$ cat src/sv/deadline_ordered_timer_queue_top_macros.svh
// assertion macros for the deadline ordered timer queue
// used by deadline_ordered_timer_queue_top, expects clock and reset in scope
`ifndef DEADLINE_ORDERED_TIMER_QUEUE_TOP_MACROS_SVH
`define DEADLINE_ORDERED_TIMER_QUEUE_TOP_MACROS_SVH

// condition holds at every edge outside reset
`define DOTQ_ASSERT_ALWAYS(label, cond, msg) \
   label: assert property (@(posedge clock) disable iff (reset) (cond)) else $error(msg);

// consequent holds in the same cycle as the antecedent
`define DOTQ_ASSERT_IMPLY(label, ante, cons, msg) \
   label: assert property (@(posedge clock) disable iff (reset) (ante) |-> (cons)) \
      else $error(msg);

`endif

$ cat src/sv/dotq_pkg.sv
// shared types and constants for the deadline ordered timer queue
// no dependencies
package dotq_pkg;

   localparam int DEFAULT_QUEUE_DEPTH = 16;
   localparam int DEFAULT_ID_WIDTH    = 16;

   localparam int TIME_W      = 64;
   localparam int FIELD_ID_W  = 16;
   localparam int REQ_TDATA_W = 152;
   localparam int RSP_TDATA_W = 24;

   typedef enum logic [1:0] {
      CMD_SCHEDULE = 2'd0,
      CMD_TICK     = 2'd1,
      CMD_FLUSH    = 2'd2
   } cmd_type;

   typedef enum logic [2:0] {
      KIND_ACCEPTED  = 3'd0,
      KIND_IMMEDIATE = 3'd1,
      KIND_REJECTED  = 3'd2,
      KIND_EXPIRED   = 3'd3,
      KIND_NONE      = 3'd4,
      KIND_FLUSHED   = 3'd5
   } kind_type;

   typedef enum logic [2:0] {
      ST_IDLE,
      ST_INS_RD,
      ST_INS_CMP,
      ST_POP_RD,
      ST_POP_CMP,
      ST_RESULT
   } state_type;

endpackage

$ cat src/sv/dotq_ram.sv
// generic single write port, single read port ram with registered read
// no dependencies
module dotq_ram #(
   parameter int WIDTH = 8,
   parameter int DEPTH = 16
) (
   input  logic                     clock,
   input  logic                     wr_en,
   input  logic [$clog2(DEPTH)-1:0] wr_addr,
   input  logic [WIDTH-1:0]         wr_data,
   input  logic                     rd_en,
   input  logic [$clog2(DEPTH)-1:0] rd_addr,
   output logic [WIDTH-1:0]         rd_data
);

   logic [WIDTH-1:0] mem_ff [DEPTH];
   logic [WIDTH-1:0] rd_data_ff;

   always_ff @(posedge clock) begin
      if (wr_en) begin
         mem_ff[wr_addr] <= wr_data;
      end
      if (rd_en) begin
         rd_data_ff <= mem_ff[rd_addr];
      end
   end

   assign rd_data = rd_data_ff;

endmodule

$ cat src/sv/deadline_ordered_timer_queue_top.sv
// deadline ordered timer queue: sorted sleeper queue in a ram, one compare unit
// depends on dotq_pkg, dotq_ram and deadline_ordered_timer_queue_top_macros.svh
//
// usage
//   req channel: tuser carries the command (schedule, tick, flush), tdata the time, delay,
//   id and flag. one transfer in at a time; req_tready is high only while idle.
//   rsp channel: tuser carries the result kind, tdata the id and flag, tlast
//   marks the final result of a request.
//   schedule: a zero delay or a full queue goes straight to the result state. an insert
//   walks back from the tail through the ram, reading, comparing and moving each later
//   entry up one slot until the new entry's slot is found and written, then loads the result.
//   tick and flush: each popped entry takes a registered ram read and a deadline
//   compare; a tick that stops on a pending entry reads and compares it as well, then
//   loads the result. an empty queue or an unknown command gives a single none result.
//   the next request is taken in the cycle after the last result is loaded; requests are
//   handled one at a time.
//   reset clears the entry count, head pointer and all control state; the
//   ram needs no clearing since only counted entries are read.
//   when rsp_tready is low the result register holds and the sequencer waits
//   before overwriting it; a new request is taken while the last result waits.
`include "deadline_ordered_timer_queue_top_macros.svh"

module deadline_ordered_timer_queue_top
   import dotq_pkg::*;
#(
   parameter int QUEUE_DEPTH = DEFAULT_QUEUE_DEPTH,
   parameter int ID_WIDTH    = DEFAULT_ID_WIDTH
) (
   input  logic                   clock,
   input  logic                   reset,
   input  logic                   req_tvalid,
   output logic                   req_tready,
   // now_time[63:0], delay[127:64], sleeper_id[143:128], is_cooperative[144], zero
   input  logic [REQ_TDATA_W-1:0] req_tdata,
   // command[1:0]
   input  logic [1:0]             req_tuser,
   output logic                   rsp_tvalid,
   input  logic                   rsp_tready,
   // out_id[15:0], out_cooperative[16], zero
   output logic [RSP_TDATA_W-1:0] rsp_tdata,
   // kind[2:0]
   output logic [2:0]             rsp_tuser,
   output logic                   rsp_tlast
);

   localparam int AW = $clog2(QUEUE_DEPTH);
   localparam int CW = $clog2(QUEUE_DEPTH + 1);
   localparam int PW = CW + 1;
   localparam int KW = (ID_WIDTH < FIELD_ID_W) ? ID_WIDTH : FIELD_ID_W;
   localparam int EW = TIME_W + KW + 1;

   function automatic logic [AW-1:0] phys(input logic [AW-1:0] head,
                                          input logic [CW-1:0] rel);
      logic [PW-1:0] sum;
      sum = PW'(head) + PW'(rel);
      if (sum >= PW'(QUEUE_DEPTH)) begin
         sum = sum - PW'(QUEUE_DEPTH);
      end
      return sum[AW-1:0];
   endfunction

   state_type state_ff, state_in;

   logic [1:0]        cmd_ff, cmd_in;
   logic [TIME_W-1:0] now_ff, now_in;
   logic [TIME_W-1:0] dl_ff, dl_in;
   logic [KW-1:0]     id_ff, id_in;
   logic              coop_ff, coop_in;

   logic [AW-1:0] head_ff, head_in;
   logic [CW-1:0] count_ff, count_in;
   logic [CW-1:0] pos_ff, pos_in;

   logic          have_pend_ff, have_pend_in;
   kind_type      pend_kind_ff, pend_kind_in;
   logic [KW-1:0] pend_id_ff, pend_id_in;
   logic          pend_coop_ff, pend_coop_in;
   logic          pend_last_ff, pend_last_in;

   logic          rsp_valid_ff, rsp_valid_in;
   kind_type      rsp_kind_ff, rsp_kind_in;
   logic [KW-1:0] rsp_id_ff, rsp_id_in;
   logic          rsp_coop_ff, rsp_coop_in;
   logic          rsp_last_ff, rsp_last_in;

   logic          wr_en;
   logic [AW-1:0] wr_addr;
   logic [EW-1:0] wr_data;
   logic          rd_en;
   logic [AW-1:0] rd_addr;
   logic [EW-1:0] rd_data;

   logic [TIME_W-1:0] req_now;
   logic [TIME_W-1:0] req_delay;
   logic [KW-1:0]     req_id;
   logic              req_coop;
   logic [TIME_W:0]   sum_full;
   logic [TIME_W-1:0] dl_sat;
   logic [TIME_W-1:0] rd_deadline;
   logic [KW-1:0]     rd_id;
   logic              rd_coop;
   logic              out_free;
   logic              due;
   logic              rsp_single;

   dotq_ram #(
      .WIDTH(EW),
      .DEPTH(QUEUE_DEPTH)
   ) u_ram (
      .clock  (clock),
      .wr_en  (wr_en),
      .wr_addr(wr_addr),
      .wr_data(wr_data),
      .rd_en  (rd_en),
      .rd_addr(rd_addr),
      .rd_data(rd_data)
   );

   assign req_now   = req_tdata[63:0];
   assign req_delay = req_tdata[127:64];
   assign req_id    = req_tdata[128 +: KW];
   assign req_coop  = req_tdata[144];
   assign sum_full  = {1'b0, req_now} + {1'b0, req_delay};
   assign dl_sat    = sum_full[TIME_W] ? '1 : sum_full[TIME_W-1:0];

   assign rd_deadline = rd_data[TIME_W-1:0];
   assign rd_id       = rd_data[TIME_W +: KW];
   assign rd_coop     = rd_data[EW-1];

   assign out_free   = !rsp_valid_ff || rsp_tready;
   assign due        = (cmd_ff == CMD_FLUSH) || (rd_deadline <= now_ff);
   assign req_tready = (state_ff == ST_IDLE);

   always_ff @(posedge clock) begin
      if (reset) begin
         state_ff     <= ST_IDLE;
         head_ff      <= '0;
         count_ff     <= '0;
         have_pend_ff <= 1'b0;
         rsp_valid_ff <= 1'b0;
      end else begin
         state_ff     <= state_in;
         head_ff      <= head_in;
         count_ff     <= count_in;
         have_pend_ff <= have_pend_in;
         rsp_valid_ff <= rsp_valid_in;
      end
   end

   always_ff @(posedge clock) begin
      cmd_ff       <= cmd_in;
      now_ff       <= now_in;
      dl_ff        <= dl_in;
      id_ff        <= id_in;
      coop_ff      <= coop_in;
      pos_ff       <= pos_in;
      pend_kind_ff <= pend_kind_in;
      pend_id_ff   <= pend_id_in;
      pend_coop_ff <= pend_coop_in;
      pend_last_ff <= pend_last_in;
      rsp_kind_ff  <= rsp_kind_in;
      rsp_id_ff    <= rsp_id_in;
      rsp_coop_ff  <= rsp_coop_in;
      rsp_last_ff  <= rsp_last_in;
   end

   always_comb begin
      state_in     = state_ff;
      cmd_in       = cmd_ff;
      now_in       = now_ff;
      dl_in        = dl_ff;
      id_in        = id_ff;
      coop_in      = coop_ff;
      head_in      = head_ff;
      count_in     = count_ff;
      pos_in       = pos_ff;
      have_pend_in = have_pend_ff;
      pend_kind_in = pend_kind_ff;
      pend_id_in   = pend_id_ff;
      pend_coop_in = pend_coop_ff;
      pend_last_in = pend_last_ff;
      rsp_valid_in = rsp_valid_ff && !rsp_tready;
      rsp_kind_in  = rsp_kind_ff;
      rsp_id_in    = rsp_id_ff;
      rsp_coop_in  = rsp_coop_ff;
      rsp_last_in  = rsp_last_ff;
      wr_en        = 1'b0;
      wr_addr      = '0;
      wr_data      = '0;
      rd_en        = 1'b0;
      rd_addr      = '0;

      case (state_ff)
         ST_IDLE: begin
            if (req_tvalid) begin
               cmd_in       = req_tuser;
               now_in       = req_now;
               dl_in        = dl_sat;
               id_in        = req_id;
               coop_in      = req_coop;
               have_pend_in = 1'b0;
               pend_id_in   = req_id;
               pend_coop_in = req_coop;
               pend_last_in = 1'b1;
               state_in     = ST_RESULT;
               case (req_tuser)
                  CMD_SCHEDULE: begin
                     if (req_delay == '0) begin
                        pend_kind_in = KIND_IMMEDIATE;
                     end else if (count_ff == CW'(QUEUE_DEPTH)) begin
                        pend_kind_in = KIND_REJECTED;
                     end else begin
                        pos_in   = count_ff;
                        state_in = ST_INS_RD;
                     end
                  end
                  CMD_TICK, CMD_FLUSH: begin
                     if (count_ff == '0) begin
                        pend_kind_in = KIND_NONE;
                        pend_id_in   = '0;
                        pend_coop_in = 1'b0;
                     end else begin
                        state_in = ST_POP_RD;
                     end
                  end
                  default: begin
                     pend_kind_in = KIND_NONE;
                     pend_id_in   = '0;
                     pend_coop_in = 1'b0;
                  end
               endcase
            end
         end

         ST_INS_RD: begin
            if (pos_ff == '0) begin
               wr_en        = 1'b1;
               wr_addr      = phys(head_ff, pos_ff);
               wr_data      = {coop_ff, id_ff, dl_ff};
               count_in     = count_ff + CW'(1);
               pend_kind_in = KIND_ACCEPTED;
               state_in     = ST_RESULT;
            end else begin
               rd_en    = 1'b1;
               rd_addr  = phys(head_ff, pos_ff - CW'(1));
               state_in = ST_INS_CMP;
            end
         end

         ST_INS_CMP: begin
            wr_en   = 1'b1;
            wr_addr = phys(head_ff, pos_ff);
            if (rd_deadline > dl_ff) begin
               wr_data  = rd_data;
               pos_in   = pos_ff - CW'(1);
               state_in = ST_INS_RD;
            end else begin
               wr_data      = {coop_ff, id_ff, dl_ff};
               count_in     = count_ff + CW'(1);
               pend_kind_in = KIND_ACCEPTED;
               state_in     = ST_RESULT;
            end
         end

         ST_POP_RD: begin
            rd_en    = 1'b1;
            rd_addr  = head_ff;
            state_in = ST_POP_CMP;
         end

         ST_POP_CMP: begin
            if (due) begin
               if (!have_pend_ff || out_free) begin
                  if (have_pend_ff) begin
                     rsp_valid_in = 1'b1;
                     rsp_kind_in  = pend_kind_ff;
                     rsp_id_in    = pend_id_ff;
                     rsp_coop_in  = pend_coop_ff;
                     rsp_last_in  = 1'b0;
                  end
                  have_pend_in = 1'b1;
                  pend_kind_in = (cmd_ff == CMD_FLUSH) ? KIND_FLUSHED : KIND_EXPIRED;
                  pend_id_in   = rd_id;
                  pend_coop_in = rd_coop;
                  head_in      = (head_ff == AW'(QUEUE_DEPTH - 1)) ? '0 : head_ff + AW'(1);
                  count_in     = count_ff - CW'(1);
                  if (count_ff == CW'(1)) begin
                     pend_last_in = 1'b1;
                     state_in     = ST_RESULT;
                  end else begin
                     pend_last_in = 1'b0;
                     state_in     = ST_POP_RD;
                  end
               end
            end else begin
               pend_last_in = 1'b1;
               state_in     = ST_RESULT;
               if (!have_pend_ff) begin
                  pend_kind_in = KIND_NONE;
                  pend_id_in   = '0;
                  pend_coop_in = 1'b0;
               end
            end
         end

         ST_RESULT: begin
            if (out_free) begin
               rsp_valid_in = 1'b1;
               rsp_kind_in  = pend_kind_ff;
               rsp_id_in    = pend_id_ff;
               rsp_coop_in  = pend_coop_ff;
               rsp_last_in  = pend_last_ff;
               have_pend_in = 1'b0;
               state_in     = ST_IDLE;
            end
         end

         default: begin
            state_in = ST_IDLE;
         end
      endcase
   end

   assign rsp_tvalid = rsp_valid_ff;
   assign rsp_tdata  = {7'd0, rsp_coop_ff, FIELD_ID_W'(rsp_id_ff)};
   assign rsp_tuser  = rsp_kind_ff;
   assign rsp_tlast  = rsp_last_ff;

   // kinds that are always the only result of a request
   assign rsp_single = (rsp_kind_ff == KIND_ACCEPTED) || (rsp_kind_ff == KIND_IMMEDIATE) ||
                       (rsp_kind_ff == KIND_REJECTED) || (rsp_kind_ff == KIND_NONE);

   `DOTQ_ASSERT_ALWAYS(a_count_bound, count_ff <= CW'(QUEUE_DEPTH), "entry count above depth")
   `DOTQ_ASSERT_IMPLY(a_pop_nonempty, state_ff == ST_POP_CMP, count_ff != '0, "pop on empty queue")
   `DOTQ_ASSERT_IMPLY(a_insert_room, state_ff == ST_INS_RD, count_ff != CW'(QUEUE_DEPTH), "insert into full queue")
   `DOTQ_ASSERT_IMPLY(a_insert_pos, state_ff == ST_INS_CMP, pos_ff != '0 && pos_ff <= count_ff, "insert slot out of range")
   `DOTQ_ASSERT_IMPLY(a_single_last, rsp_valid_ff && rsp_single, rsp_last_ff, "single result without last")

endmodule

$ cat config.mk
export PLATFORM = sky130hd
export DESIGN_NAME = deadline_ordered_timer_queue_top
export DESIGN_NICKNAME = d
export VERILOG_FILES = /design/src/sv/dotq_pkg.sv /design/src/sv/dotq_ram.sv /design/src/sv/deadline_ordered_timer_queue_top.sv
export VERILOG_INCLUDE_DIRS = /design/src /design/src/sv
export SDC_FILE = /design/constraint.sdc
export NUM_CORES = 2
export LEC_CHECK = 0
export BUFFER_PORTS_ARGS = -buffer_cell sky130_fd_sc_hd__clkbuf_2
export CAP_MARGIN = 5
export CORE_MARGIN = 2
export CORE_UTILIZATION = 40
export DETAILED_ROUTE_END_ITERATION = 10
export PLACE_DENSITY = 0.59
export SETUP_SLACK_MARGIN = 0.02
export SYNTH_ARGS = -nofsm -noshare
export SYNTH_HDL_FRONTEND = slang
export SYNTH_HIERARCHICAL = 1
export SYNTH_SLANG_ARGS = --single-unit
$ cat constraint.sdc
create_clock -name clock -period 10.7 [get_ports clock]
set_input_delay 0.535 -clock clock [delete_from_list [all_inputs] [get_ports clock]]
set_output_delay 0.535 -clock clock [all_outputs]
set_load 0.05 [all_outputs]
==> impl_metrics.json <==
{
  "postCtsSetupRepairBufs": 0,
  "routed_via_density": 5.73,
  "worstMarginPinSlew_ns": 1.23,
  "io_buffers": 173,
  "critPathLaunchType": "register",
  "finalHoldViolations": 0,
  "fin_crit_ns": 6.01,
  "drt-total-wl_um": 175000,
  "crit_required_ns": 11.19,
  "grt_pass1_wl_um": 253000,
  "coreArea_um2": 165000,
  "area_growth_pct": 14.1,
  "path_class": "register to register",
  "p_per_area_nw_per_um2": 235,
  "path_cells": "ha_1, a21o_1, a21o_1, a21oi_1, o211ai_1, a221oi_1, nand2_1, a31oi_4, buf_4, buf_4, a22o_1",
  "clockRootBuffer": "clkbuf_16",
  "path_delay_family": "compound AO/OA/AOI/OAI gates",
  "grt_start_max_net_pins": 149,
  "grt_pass1_vias": 36500,
  "layout_common_cells": "edfxtp_1, mux4_2, nand2_1, ha_1, clkbuf_2",
  "drt-initial-drc-count": 3428,
  "drc": 0,
  "fin_tns_setup_ns": 0,
  "p_int_uw": 12700,
  "stdcell_count": 6367,
  "gp_routability_congestion": 0.920,
  "arrival_ns": 6.50,
  "relSlewSlack_pct": 17.6,
  "r2r-end": "u_ram/mem_ff[13][17]",
  "grt_setup_unrepaired": "false",
  "async_flop_share_pct": 0,
  "p_sw_share_pct": 29.4,
  "ir_drop_mv": 0.187,
  "layout_commonest_cell": "edfxtp_1",
  "finalSetupViolCount": 0,
  "clock_skew_ns": 0.0415,
  "syn-instance-count": 3744,
  "grt_use_total_pct": 20.5,
  "path_clk_slew_ns": 0.06,
  "end_kind": "register",
  "status": "finished clean",
  "diodes": 0,
  "critPathMaxStageDelay_ns": 1.04,
  "slew_violations": 0,
  "ys_ff_latch": 1585,
  "vias": 36500,
  "synth_area_um2": 66800,
  "clockBufferDepth": 3,
  "ys_types": 75,
  "initial_core_util_pct": 40.4,
  "cts_buffers": 163,
  "die-width_um": 413,
  "cts_tree": "done",
  "critPathBufInv": 2,
  "hold_depth": 1,
  "overflow": 0,
  "critPathLaunch": "u_ram/rd_data[57]",
  "switching_power_uw": 5280,
  "cap_violations": 0,
  "drive_gt1_share_pct": 20.2,
  "rr_startpoint": "u_ram/rd_data[57]",
  "hold_start": "req_tdata[43]",
  "final_nets": 4416,
  "yosysSeqAreaShare_pct": 71.0,
  "fmax_ghz": 0.166,
  "synth_edf_count": 1571,
  "dp_hpwl_um": 104000,
  "crit_slowest_cell": "a221oi_1",
  "crit_fanout": 35,
  "dr.pass1.iters": 6,
  "p_comb_share_pct": 24.1,
  "pwr-share-seq_pct": 44.8,
  "cts.sink_count": 1585,
  "rows": 149,
  "holdWs_ns": 0.0792,
  "r2r_cells": 11,
  "synth_warnings": 6,
  "clock_latency_ns": 0.80,
  "leakagePower_uw": 0.0261,
  "period_share_pct": 56.1,
  "die_height_um": 413,
  "die-area_um2": 170000,
  "antenna_found_initial": 2,
  "h-tree-depth": 4,
  "io_pins": 188,
  "avgSynthCellArea_um2": 17.8,
  "p_clk_share_pct": 31.1,
  "hold_path_class": "input pin to register",
  "drtAntennaViolNets": 0,
  "hold_end": "now_ff[43]",
  "synth-main-ff-cell": "edfxtp_1",
  "wl_per_cell_um": 27.5,
  "placed_cells": 6007,
  "ff2ff_setup_slack_ns": 4.69
}
-- area by class of cell --
class,instances,area (µm²)
clock buffers,208,4350
well taps,2189,2740
flip-flops and latches,1585,47500
fillers,14000,89100
clock inverters,86,858
multi-input cells,1828,18100
repair buffers,306,2090
inverters,165,619
-- power by group through the flow --
stage	registers (µW)	logic (µW)	clock network, µW
after floorplan	8130	3010	0
after global placement	8160	4290	0
after detailed placement	8170	4330	0
after CTS	8040	4370	5690
after global routing	8080	4720	5930
final	8040	4320	5590
-- cell usage after synthesis, types with 18 or more instances --
master / n / area [µm²]
a31oi_1: 18 / 113
xnor2_1: 32 / 280
a21o_1: 98 / 736
nor2_1: 97 / 364
inv_1: 165 / 619
a21oi_1: 125 / 626
nand4_1: 47 / 294
edfxtp_1: 1571 / 47200
a22o_1: 99 / 867
nor3_1: 37 / 185
xor2_1: 29 / 254
nor4_1: 23 / 144
and3_1: 18 / 113
buf_2: 35 / 175
buf_4: 23 / 173
a22oi_1: 164 / 1230
nand2_1: 224 / 841
clkbuf_1: 85 / 319
o21ai_0: 65 / 325
nand3_1: 29 / 145
ha_1: 206 / 2580
mux4_2: 324 / 7300
-- through the flow --
stage | power (µW) | util (%) | setup WS [ns] | area, µm²
6_report | 17900 | 46.1 | 4.69 | 76200
5_1_grt | 18700 | 46.1 | 4.60 | 76200
4_1_cts | 18100 | 46.1 | 4.81 | 76200
3_5_place_dp | 12500 | 42.6 | 4.83 | 70400
3_3_place_gp | 12500 | 42.6 | 4.89 | 70400
2_1_floorplan | 11100 | - | 2.39 | 66800
-- sequential cells by signal, indices dropped and copies added, names as in the netlist --
register,flops
dl_ff,64
state_ff,3
cmd_ff,2
id_ff,16
rsp_coop_ff,1
u_ram/mem_ff,1296
head_ff,4
u_ram/rd_data,81
coop_ff,1
rsp_tlast,1
pend_kind_ff,3
have_pend_ff,1
pend_coop_ff,1
now_ff,64
count_ff,5
rsp_id_ff,16
pos_ff,5
rsp_tvalid,1
pend_id_ff,16
rsp_tuser,3
pend_last_ff,1
-- how the worst max path moves through the flow --
| stage | end | cells past startpoint |
|---|---|---|
| 6_report | u_ram/mem_ff[13][17] | 11 |
| 2_1_floorplan | u_ram/mem_ff[0][0] | 8 |
| 5_1_grt | u_ram/mem_ff[13][17] | 11 |
| 3_5_place_dp | u_ram/mem_ff[10][17] | 11 |
| 3_3_place_gp | u_ram/mem_ff[0][18] | 11 |
| 4_1_cts | u_ram/mem_ff[8][17] | 11 |
-- logic make-up after synthesis --
group | after synthesis | synth area share, %
compound gates | 676 | 7.15
xor+xnor | 61 | 0.800
fa+ha+maj | 209 | 3.95
buf+inv | 337 | 2.23
flops | 1585 | 71.0
mux | 328 | 11.0
other cells | 1 | 0.00561
simple gates | 547 | 3.84
-- routing by layer --
| metal | GRT usage (%) | vias to the layer above | wire (µm) |
|---|---|---|---|
| met5 | 0 | - | 11 |
| met4 | 5.58 | 2 | 4110 |
| met3 | 2.93 | 242 | 10200 |
| met2 | 33.0 | 1261 | 83200 |
| met1 | 29.3 | 19100 | 77300 |
| li1 | - | 15800 | - |
-- repair_timing --
item | 4_1_cts | 5_1_grt
hold buffers | 66 | 0
resized for setup | 0 | 0
endpoints found under the hold margin | 68 | 0
No activity file was read; power rests on OpenSTA's default activity.
